<file path="src/hdl/pidcr_pkg.sv">
// Package with the sizes, row layout and id helpers of the coverage ranker.
package pidcr_pkg;

	localparam int LAYERS      = 6;
	localparam int TILE_PIXELS = 4096;
	localparam int PIX_W       = $clog2(TILE_PIXELS);
	localparam int ID_W        = 32;
	localparam int CNT_W       = 16;
	localparam int USED_W      = $clog2(LAYERS + 1);
	localparam int TOT_W       = CNT_W + $clog2(LAYERS);
	localparam int QUOT_W      = CNT_W + 1;
	localparam int CHAN_W      = 4;
	localparam int CHAN_LAST   = 2 * LAYERS + 2;
	localparam int DIV_STEPS   = QUOT_W;
	localparam int STEP_W      = $clog2(DIV_STEPS + 1);

	typedef logic [ID_W-1:0]   id_t;
	typedef logic [CNT_W-1:0]  cnt_t;
	typedef logic [USED_W-1:0] used_t;

	typedef struct packed {
		used_t                used;
		cnt_t  [LAYERS-1:0]   cnt;
		id_t   [LAYERS-1:0]   ids;
	} row_t;

	function automatic id_t id_float_bits(input id_t id);
		id_t r;
		r = id;
		if (id[30:23] == 8'h00 || id[30:23] == 8'hFF) begin
			r[23] = ~id[23];
		end
		return r;
	endfunction

endpackage

</file>
<file path="src/hdl/pidcr_div.sv">
// Bit-serial restoring divider giving floor(count * 65536 / total).
module pidcr_div
	import pidcr_pkg::*;
(
	input  logic              clk,
	input  logic              arst_n,
	input  logic              start,
	input  cnt_t              count,
	input  logic [TOT_W-1:0]  total,
	output logic              done,
	output logic [QUOT_W-1:0] quot
);

	logic              busy_q;
	logic              done_q;
	logic [STEP_W-1:0] step_q;
	logic [TOT_W:0]    rem_q;
	logic [TOT_W-1:0]  div_q;
	logic [QUOT_W-1:0] quot_q;
	logic              ge;
	logic [TOT_W:0]    diff;

	assign ge   = rem_q >= {1'b0, div_q};
	assign diff = ge ? (rem_q - {1'b0, div_q}) : rem_q;

	always_ff @(posedge clk or negedge arst_n) begin
		if (!arst_n) begin
			busy_q <= 1'b0;
			done_q <= 1'b0;
			step_q <= '0;
		end else begin
			done_q <= 1'b0;
			if (start) begin
				busy_q <= 1'b1;
				step_q <= STEP_W'(DIV_STEPS);
			end else if (busy_q) begin
				step_q <= step_q - 1'b1;
				if (step_q == STEP_W'(1)) begin
					busy_q <= 1'b0;
					done_q <= 1'b1;
				end
			end
		end
	end

	always_ff @(posedge clk) begin
		if (start) begin
			rem_q  <= (TOT_W + 1)'(count);
			div_q  <= total;
			quot_q <= '0;
		end else if (busy_q) begin
			rem_q  <= {diff[TOT_W-1:0], 1'b0};
			quot_q <= {quot_q[QUOT_W-2:0], ge};
		end
	end

	assign done = done_q;
	assign quot = quot_q;

endmodule

</file>
<file path="config.mk">
export PLATFORM = sky130hd
export DESIGN_NAME = pidcr_div
export DESIGN_NICKNAME = d
export VERILOG_FILES = /design/src/hdl/pidcr_pkg.sv /design/src/hdl/pidcr_div.sv
export SDC_FILE = /design/constraint.sdc
export NUM_CORES = 1
export LEC_CHECK = 0
export BUFFER_PORTS_ARGS = -buffer_cell sky130_fd_sc_hd__buf_4
export CAP_MARGIN = 5
export CORE_MARGIN = 1
export CORE_UTILIZATION = 55
export DETAILED_ROUTE_END_ITERATION = 8
export PLACE_DENSITY_LB_ADDON = 0.2
export SYNTH_ARGS = -nofsm -noshare
export SYNTH_HDL_FRONTEND = slang
export SYNTH_SLANG_ARGS = --single-unit
</file>
<file path="constraint.sdc">
create_clock -name clk -period 7.6 [get_ports clk]
set_input_delay 1.14 -clock clk [delete_from_list [all_inputs] [get_ports clk]]
set_output_delay 1.14 -clock clk [all_outputs]
set_load 0.02 [all_outputs]
</file>
After elaboration in Yosys (flattened, before gate mapping). Index checks and enable logic that the tools add are counted.

Multiplexer cells: 11. Equal/unequal tests: 1. Reduce and logical (&&, ||, !) cells: 1. Add/subtract/negate cells: 2. Magnitude comparators: 1.

Operators with widths (number): 16-bit two-way mux (2); 20-bit by 19-bit >= comparator with 1-bit output (1); 19-bit two-way mux (1); 19-bit subtractor (1); 5-bit two-way mux (2); 1-bit two-way mux (6); 5-bit by 1-bit equality test with 1-bit output (second input constant) (1); 5-bit by 1-bit subtractor with 5-bit output (second input constant) (1); 2-bit nonzero test (1).

Bits in registers: 63. Word-level logic and storage cells: 23. Input bits: 38. Output and inout bits: 18.

Longest topological paths before layout. Gate-level depths: netlist (run 1).

Word-level depth: 4. Gate-level depth with buffers: 12. Depth with buffers taken out: 10.

Worst setup path before layout (run 1). Ideal clock, no wire load.

Path type: register -> register. From: register rem_q[0]. To: register rem_q[18]. Clock period less this slack: 2.589 ns. Arrival time: 2.501 ns. Buffers on the path: 0. Cell stages (with the launch flop): 11. Setup time: 0.088 ns. Required time: 7.512 ns. Path slack: 5.011 ns. Cell sequence: edfxtp_1 -> inv_1 -> ha_1 -> fa_1 -> nand2b_1 -> a21oi_2 -> o211ai_2 -> a211oi_4 -> nor3b_4 -> or4_1 -> a311oi_2.

Word-level cells in the longest chain between the ends: 2. Elaborated cells on any way between the ends: 3. Classes of those cells: add/sub (1); order compare (1); mux (1).

Ends and longest elaborated chain: start, declared (line pidcr_div.sv:17) `logic [TOT_W:0] rem_q;`; start signal, assigned (line pidcr_div.sv:48) `rem_q <= (TOT_W + 1)'(count);`; start signal, assigned (line pidcr_div.sv:52) `rem_q <= {diff[TOT_W-1:0], 1'b0};`; 19-bit subtractor or 20-bit by 19-bit >= comparator with 1-bit output (tied branches) (line pidcr_div.sv:24, pidcr_div.sv:23); 19-bit two-way mux (*) (line pidcr_div.sv:24) `assign diff = ge ? (rem_q - {1'b0, div_q}) : rem_q;`.

Mark *: on every way between the ends. The rest lies on a longest branch, timed or not. A chain may end at the register's enable or synchronous reset.

Worst setup path after layout (run 1).
From: register rem_q[14]. To: register rem_q[2], data pin.

Word-level cells in the longest chain between the ends: 4.

Ends and longest elaborated chain: 20-bit by 19-bit >= comparator with 1-bit output (line pidcr_div.sv:23) `assign ge = rem_q >= {1'b0, div_q};`; 19-bit two-way mux (line pidcr_div.sv:24); 16-bit two-way mux (line pidcr_div.sv:51) `end else if (busy_q) begin`; 16-bit two-way mux (line pidcr_div.sv:47) `if (start) begin`.

Every way passes these cells. The select of a mux whose other input is x is not followed.

==> summary.md, run 1 <==
| Metric | Value |
|---|---|
| Clock Tree Buf Depth | `2` |
| Part of the cycle the worst path needs | `between 40% and 50%` |
| Post-CTS sizing | `0` |
| Placer Congestion | `around 0.87` |
| Type of origin of the critical path | `register` |
| EDFF count, synth | `35` |
| Worst-path clk slew | `approximately 70 ps` |
| Total nets after synthesis | `408` |
| Initial antenna violation count | `0` |
| Critical path data arrival time | `3270 ps` |
| Setup violators final | `0` |
| Crit path buf inv count | `1` |
| Final wirelength | `around 7.1 mm` |
| Inserted Clock Buffers | `9` |
| Worst Max-Slew Pin Slew | `854 ps` |
| Die X-Extent | `83.1 um` |
| CP startpoint | `rem_q[14]` |
| Vias in the first global route | `2676` |
| Setup Crit Path Kind | `reg2reg` |
| Placed Cells | `464` |
| Synth Area per Inst | `around 10 um^2` |
| Min setup slack post-route | `4410 ps` |
| Distinct cells, synth | `62` |
| CORE AREA | `6350 um^2` |
| Reg-to-reg critical path startpoint | `rem_q[14]` |
| Synth Flop Type | `edfxtp_1` |
| DR WL/cell | `14.8 um` |
| CTS tree | `built` |
| Post-DP Area | `4050 um^2` |
| I/O pin total | `56` |
| Critical Path End Type | `register` |
| # Post-CTS Setup Buffers | `0` |
| Slowest library cell on the worst path | `nor3b_4` |
| Post-synth top area share | `between 20% and 30%` |
| Antenna cells | `0` |
| P_leak | `1.94 nW` |
| Final Instance Area | `4230 um^2` |
| Rows | `29` |
| Die Height | `between 80 and 90 um` |
| IR drop worst, VDD | `0.190 mV` |
| Run status | `finished, final reports clean` |
| First-pass GRT wire length | `12.1 mm` |
| # clock sinks | `between 60 and 70` |
| Initial Utilization | `56.9%` |
| Syn. warnings | `0` |
| Setup Skew | `just under 8 ps` |
| Crit-path leading delay family | `simple AND/OR/NAND/NOR gates` |
| Crit Path Max Fanout | `20` |
| Non-Filler Instances | `480` |
| Slew Viols, Final | `0` |
| Setup_tns | `0 ps` |
| Largest net degree at the start of global routing | `89` |
| Detail Route Antenna Nets | `0` |
| Grt ovf | `0` |
| Cell Chain, Critical Path | `ha_1 -> a21oi_1 -> nand2_1 -> a221oi_2 -> nor2_1 -> nor3b_4 -> buf_4 -> mux2i_1 -> mux2_2` |
| Post-CTS Hold Fix Bufs | `0` |
| H-Tree Depth | `3` |
| Synth area leaders | `edfxtp_1 (29%), dfxtp_1 (12%), ha_1 (7.3%), mux2i_1 (5.3%), dfrtp_1 (4.8%)` |
| Seq/Total Area, Yosys | `between 40% and 50%` |
| Number of port buffers | `55` |
| Vias | `between 2000 and 3000` |
| Nets@finish | `between 400 and 500` |
| Worst-skew pair later-pin latency | `330 ps` |
| Area growth syn-to-layout | `16.9%` |
| PD cells | `340 nW/um^2` |
| Die area | `6900 um^2` |
| RSZ-0062 raised after global routing | `no` |
| Instance count of the mapped netlist | `348` |
| Top cell type by total area after synthesis | `edfxtp_1` |
| Required time worst endpoint | `7680 ps` |
| Final hold violation count | `0` |
| CP peak stage delay | `550 ps` |
| HPWL reported at the end of detailed placement | `just under 5 mm` |
| Tot GR Track Use | `21.7%` |
| Fmax achieved | `0.313 GHz` |
| Rel. slew slack | `43.1%` |
| Share of layout cells above drive strength 1 | `21.3%` |
| First drt pass iteration count | `5` |
| Async set-or-reset flop fraction in the synthesized netlist | `between 10 and 15%` |
| Yosys reg bits | `63` |
| Cell area after synthesis | `3610 um^2` |
| Number of DRC markers in iteration 0 | `approximately 100` |
| Max-cap violations | `0` |
| Final min period | `3190 ps` |
| Hold Path Class | `reg2reg` |
| HP Start | `quot[16]` |
| CTS Root Cell | `clkbuf_8` |
| DRC errors left | `0` |
| Place WS | `between 4000 and 5000 ps` |
| Via/cell ratio | `5.65` |
[logic make-up (layout without fill, tap and decap cells)]
family	Yosys count	count (layout)	share of synthesized area [%]
AND/OR/NAND/NOR	116	116	17.3
AO/OA/AOI/OAI	65	65	13.7
flip-flops	63	63	45.6
buffers and inverters	42	97	4.95
multiplexers	23	23	6.51
adder cells (fa/ha/maj)	22	22	7.82
XOR/XNOR	17	17	4.12
[power by group]
part           internal (W)  switching [W]
Sequential         0.000447      0.0000467
Combinational      0.000299       0.000381
Clock              0.000138       0.000125
[registers in the layout (all words and copies together), names as in the netlist]
name    cells
busy_q      1
div_q      19
done        1
quot       17
rem_q      20
step_q      5
[cell type report]
cell class / instances / area (um^2)
clock inverters: 3 / 16.3
clock buffers: 13 / 160
fillers: 529 / 2120
flip-flops and latches: 63 / 1650
repair buffers: 57 / 428
well taps: 77 / 96.3
inverters: 24 / 90.1
multi-input cells: 243 / 1790
[cells in the final DEF, fill, tap and decap left out, types with 4 or more instances in the layout]
| cell type | n |
|---|---|
| a221o_1 | 6 |
| o21ai_1 | 4 |
| dfrtp_1 | 7 |
| buf_4 | 57 |
| o21ai_0 | 8 |
| ha_1 | 21 |
| inv_1 | 24 |
| a21o_1 | 7 |
| nand2_1 | 24 |
| nand2b_1 | 7 |
| mux2i_1 | 19 |
| a21oi_1 | 12 |
| edfxtp_1 | 35 |
| dfxtp_1 | 21 |
| nor2b_1 | 8 |
| nor3_1 | 10 |
| clkbuf_8 | 9 |
| o311ai_1 | 8 |
| xor2_1 | 7 |
| nand3b_1 | 7 |
| nor2_1 | 36 |
| xnor2_1 | 10 |
[worst min-delay path, cell delays in order, from the launching register on]
cell     delay, ps
dfxtp_1        330
mux2i_1         70
nor2_1          80
[cells in the mapped netlist (2+ instances only)]
cell	count
nor2_1	36
edfxtp_1	35
inv_1	24
nand2_1	24
dfxtp_1	21
ha_1	21
mux2i_1	19
a21oi_1	12
nor3_1	10
xnor2_1	10
nor2b_1	8
o21ai_0	8
o311ai_1	8
a21o_1	7
dfrtp_1	7
nand2b_1	7
nand3b_1	7
xor2_1	7
a221o_1	6
clkbuf_1	6
buf_2	5
buf_1	4
o21ai_1	4
and3_1	3
and3b_1	3
mux2_2	3
nand3_1	3
a211oi_1	2
buf_4	2
nand4b_1	2
o41ai_1	2
or3b_2	2
[worst paths after layout]
| path | endpoint | slack [ps] | depth (start not counted) |
|---|---|---|---|
| setup reg to reg | rem_q[2] | 4410 | 9 |
| hold reg to reg | quot[16] | 510 | 2 |
| min in group asynchronous | step_q[1] | 600 | 1 |
| hold / removal | quot[16] | 510 | 2 |
| max in group asynchronous | done | 6880 | 1 |
| setup / recovery | rem_q[2] | 4410 | 9 |
[routing by layer]
layer / track usage, % / part of all wire [%] / vias up
met5: 0 / 0 / -
met4: 6.11 / 0.71 / 0
met3: 6.96 / 5.7 / 6
met2: 34.7 / 47 / 59
met1: 28.3 / 46 / 1292
li1: - / - / 1357
[per-stage QoR]
step | utilization, % | power, W | hold slack (ps)
finish | 66.6 | 0.00144 | 511
detailed placement | 63.8 | 0.00117 | 496
global route | 66.6 | 0.00154 | 539
global placement | 63.8 | 0.00116 | 480
floorplan | - | 0.00104 | 478
CTS | 66.6 | 0.00144 | 515
(Power assumes the default switching activity.)
==> inputs of run 2 (changes only) <==
clock period = 3.3 ns   (was 7.6 ns; I/O delays follow)
==> run 2 against run 1 <==
Sequential power is 130% higher. Routed wire length shrank 2.7%. Register-to-register slack got worse by 4000 ps. Non-clock buffer count rose by 4. Die area did not move. Clock skew increased by 3.1 ps. Final cell count rose by 0.83%. Worst setup slack got worse by 4000 ps. Core utilization rose by 0.73 points. Critical endpoint is now rem_q[1]. Largest cell class unchanged.
==> summary.md, run 2 (synthesis gave the netlist of run 1 again) <==
| Metric | Value |
|---|---|
| Fin util | `67.3% (was 66.6%)` |
| Worst-skew pair later-pin latency | `350 ps (was 330 ps)` |
| Vias in the first global route | `2709 (was 2676)` |
| Number of flip-flops in the largest register | `20 (unchanged)` |
| Placer Congestion | `0.933 (was 0.866)` |
| # clock sinks | `63 (unchanged)` |
| Slew Viols, Final | `0 (unchanged)` |
| Worst-path clk slew | `80 ps (was 70 ps)` |
| Top layer in use | `met4 (unchanged)` |
| Clock Tree Buf Depth | `2 (unchanged)` |
| Commonest non-fill, non-tap cells in the layout | `buf_4 (60), nor2_1 (36), edfxtp_1 (35) (was buf_4 (57), nor2_1 (36), edfxtp_1 (35))` |
| Final min period | `2890 ps (was 3190 ps)` |
| Largest net degree at the start of global routing | `89 (unchanged)` |
| Final wirelength | `6.90 mm (was 7.09 mm)` |
| First-pass GRT wire length | `12.1 mm (about the same)` |
| PD cells | `783 nW/um^2 (was 340 nW/um^2)` |
| Share of layout cells above drive strength 1 | `22.4% (was 21.3%)` |
| Number of DRC markers in iteration 0 | `114 (was 103)` |
| I/O pin total | `56 (unchanged)` |
| Detail Route Antenna Nets | `0 (unchanged)` |
| Nets@finish | `462 (was 458)` |
| Met1 Wirelength | `3.23 mm (was 3.29 mm)` |
| Grt ovf | `0 (unchanged)` |
| IR drop worst, VDD | `0.506 mV (was 0.190 mV)` |
| Critical Path End Type | `register (unchanged)` |
| CP peak stage delay | `430 ps (was 550 ps)` |
| Slowest library cell on the worst path | `nor3b_4 (unchanged)` |
| Rows | `29 (unchanged)` |
| Commonest non-fill, non-tap cell in the layout | `buf_4 (unchanged)` |
| Area growth syn-to-layout | `18.2% (was 16.9%)` |
| Setup violators final | `0 (unchanged)` |
| Fmax achieved | `0.346 GHz (was 0.313 GHz)` |
| Post-CTS sizing | `0 (unchanged)` |
| DR WL met3 | `374 um (was 405 um)` |
| WHS | `318 ps (was 511 ps)` |
| Part of the cycle the worst path needs | `87.5% (was 42.0%)` |
| Cell Chain, Critical Path | `ha_1 -> a21o_1 -> o21bai_1 -> a221oi_2 -> nor2_1 -> nor3b_4 -> buf_4 -> mux2i_1 -> mux2_2 (was ha_1 -> a21oi_1 -> nand2_1 -> a221oi_2 -> nor2_1 -> nor3b_4 -> buf_4 -> mux2i_1 -> mux2_2)` |
| Antenna cells | `0 (unchanged)` |
| H-Tree Depth | `3 (unchanged)` |
| CTS tree | `built (unchanged)` |
| Tot GR Track Use | `21.8% (was 21.7%)` |
| Die Height | `83.1 um (unchanged)` |
| Initial antenna violation count | `0 (unchanged)` |
| Die X-Extent | `83.1 um (unchanged)` |
| Setup Crit Path Kind | `reg2reg (unchanged)` |
| DR WL/cell | `14.3 um (was 14.8 um)` |
| Critical path data arrival time | `2990 ps (was 3270 ps)` |
| Run status | `finished, final reports clean (unchanged)` |
| Final hold violation count | `0 (unchanged)` |
| Via/cell ratio | `5.62 (was 5.65)` |
| Top reg by flops | `rem_q (unchanged)` |
| HPWL reported at the end of detailed placement | `4.83 mm (was 4.95 mm)` |
| RSZ-0062 raised after global routing | `no (unchanged)` |
| P_leak | `1.96 nW (was 1.94 nW)` |
| Setup_tns | `0 ps (unchanged)` |
| Max-cap violations | `0 (unchanged)` |
| Type of origin of the critical path | `register (unchanged)` |
| Worst Max-Slew Pin Slew | `846 ps (was 854 ps)` |
| Setup Skew | `10.8 ps (was 7.70 ps)` |
| Vias | `2718 (was 2714)` |
| CTS Root Cell | `clkbuf_8 (unchanged)` |
| Die area | `6900 um^2 (unchanged)` |
| Hold Path Class | `in2reg (was reg2reg)` |
| First drt pass iteration count | `4 (was 5)` |
| Initial Utilization | `56.9% (unchanged)` |
| Number of port buffers | `55 (unchanged)` |
| Crit Path Max Fanout | `15 (was 20)` |
| Rel. slew slack | `43.6% (was 43.1%)` |
| Required time worst endpoint | `3400 ps (was 7680 ps)` |
| CORE AREA | `6350 um^2 (unchanged)` |
| Inserted Clock Buffers | `9 (unchanged)` |
| Met2 Wirelength | `3.18 mm (was 3.34 mm)` |
| DRC errors left | `0 (unchanged)` |
-- run 2: area by class of cell --
class | count | area, um^2
Multi-Input combinational cell | 243 | 1790
Tap cell | 77 | 96.3
Timing Repair Buffer | 61 | 460
Clock inverter | 5 | 37.5
Fill cell | 511 | 2080
Sequential cell | 63 | 1650
Clock buffer | 11 | 153
Inverter | 24 | 90.1
-- run 2: final timing paths --
check / endpoint / depth (start not counted) / slack (ps) / start
min in group asynchronous: step_q[3] / 2 / 480 / arst_n
min reg2reg: quot[16] / 2 / 500 / quot[16]
max reg2reg: rem_q[1] / 9 / 410 / rem_q[11]
max in group asynchronous: step_q[4] / 2 / 2690 / arst_n
min: div_q[18] / 1 / 320 / total[18]
max: rem_q[1] / 9 / 410 / rem_q[11]
-- run 2: report_power, final --
group | switching [W] | internal (W)
combinational | 0.000849 | 0.000706
clock | 0.000319 | 0.000323
sequential | 0.000121 | 0.00103
-- run 2: worst max-delay path: cells and delay by family, from the launching register on --
family	cells	cell delay, ps
flops	1	390
buf+inv	1	300
fa+ha+maj	1	410
simple gates	2	530
mux	2	350
compound gates	3	660
-- run 2: repair_timing --
action | 4_1_cts | 5_1_grt
hold endpoints to repair | 7 | 0
setup buffers | 0 | 0
hold buffers | 1 | 0
endpoints found under the setup margin | 0 | 0
-- run 2: through the flow --
| step | power, W | cells | cell area [um^2] | setup slack [ps] |
|---|---|---|---|---|
| after floorplan | 0.00239 | 348 | 3610 | 711 |
| after global placement | 0.00268 | 467 | 4070 | 483 |
| after detailed placement | 0.00271 | 467 | 4070 | 410 |
| after CTS | 0.00337 | 484 | 4270 | 403 |
| after global routing | 0.00361 | 484 | 4270 | 204 |
| final | 0.00335 | 484 | 4270 | 412 |
-- run 2: layer usage --
layer	global-route usage, %	up-vias
met5	0	-
met4	8.93	0
met3	7.85	11
met2	35.2	62
met1	26.3	1278
li1	-	1367
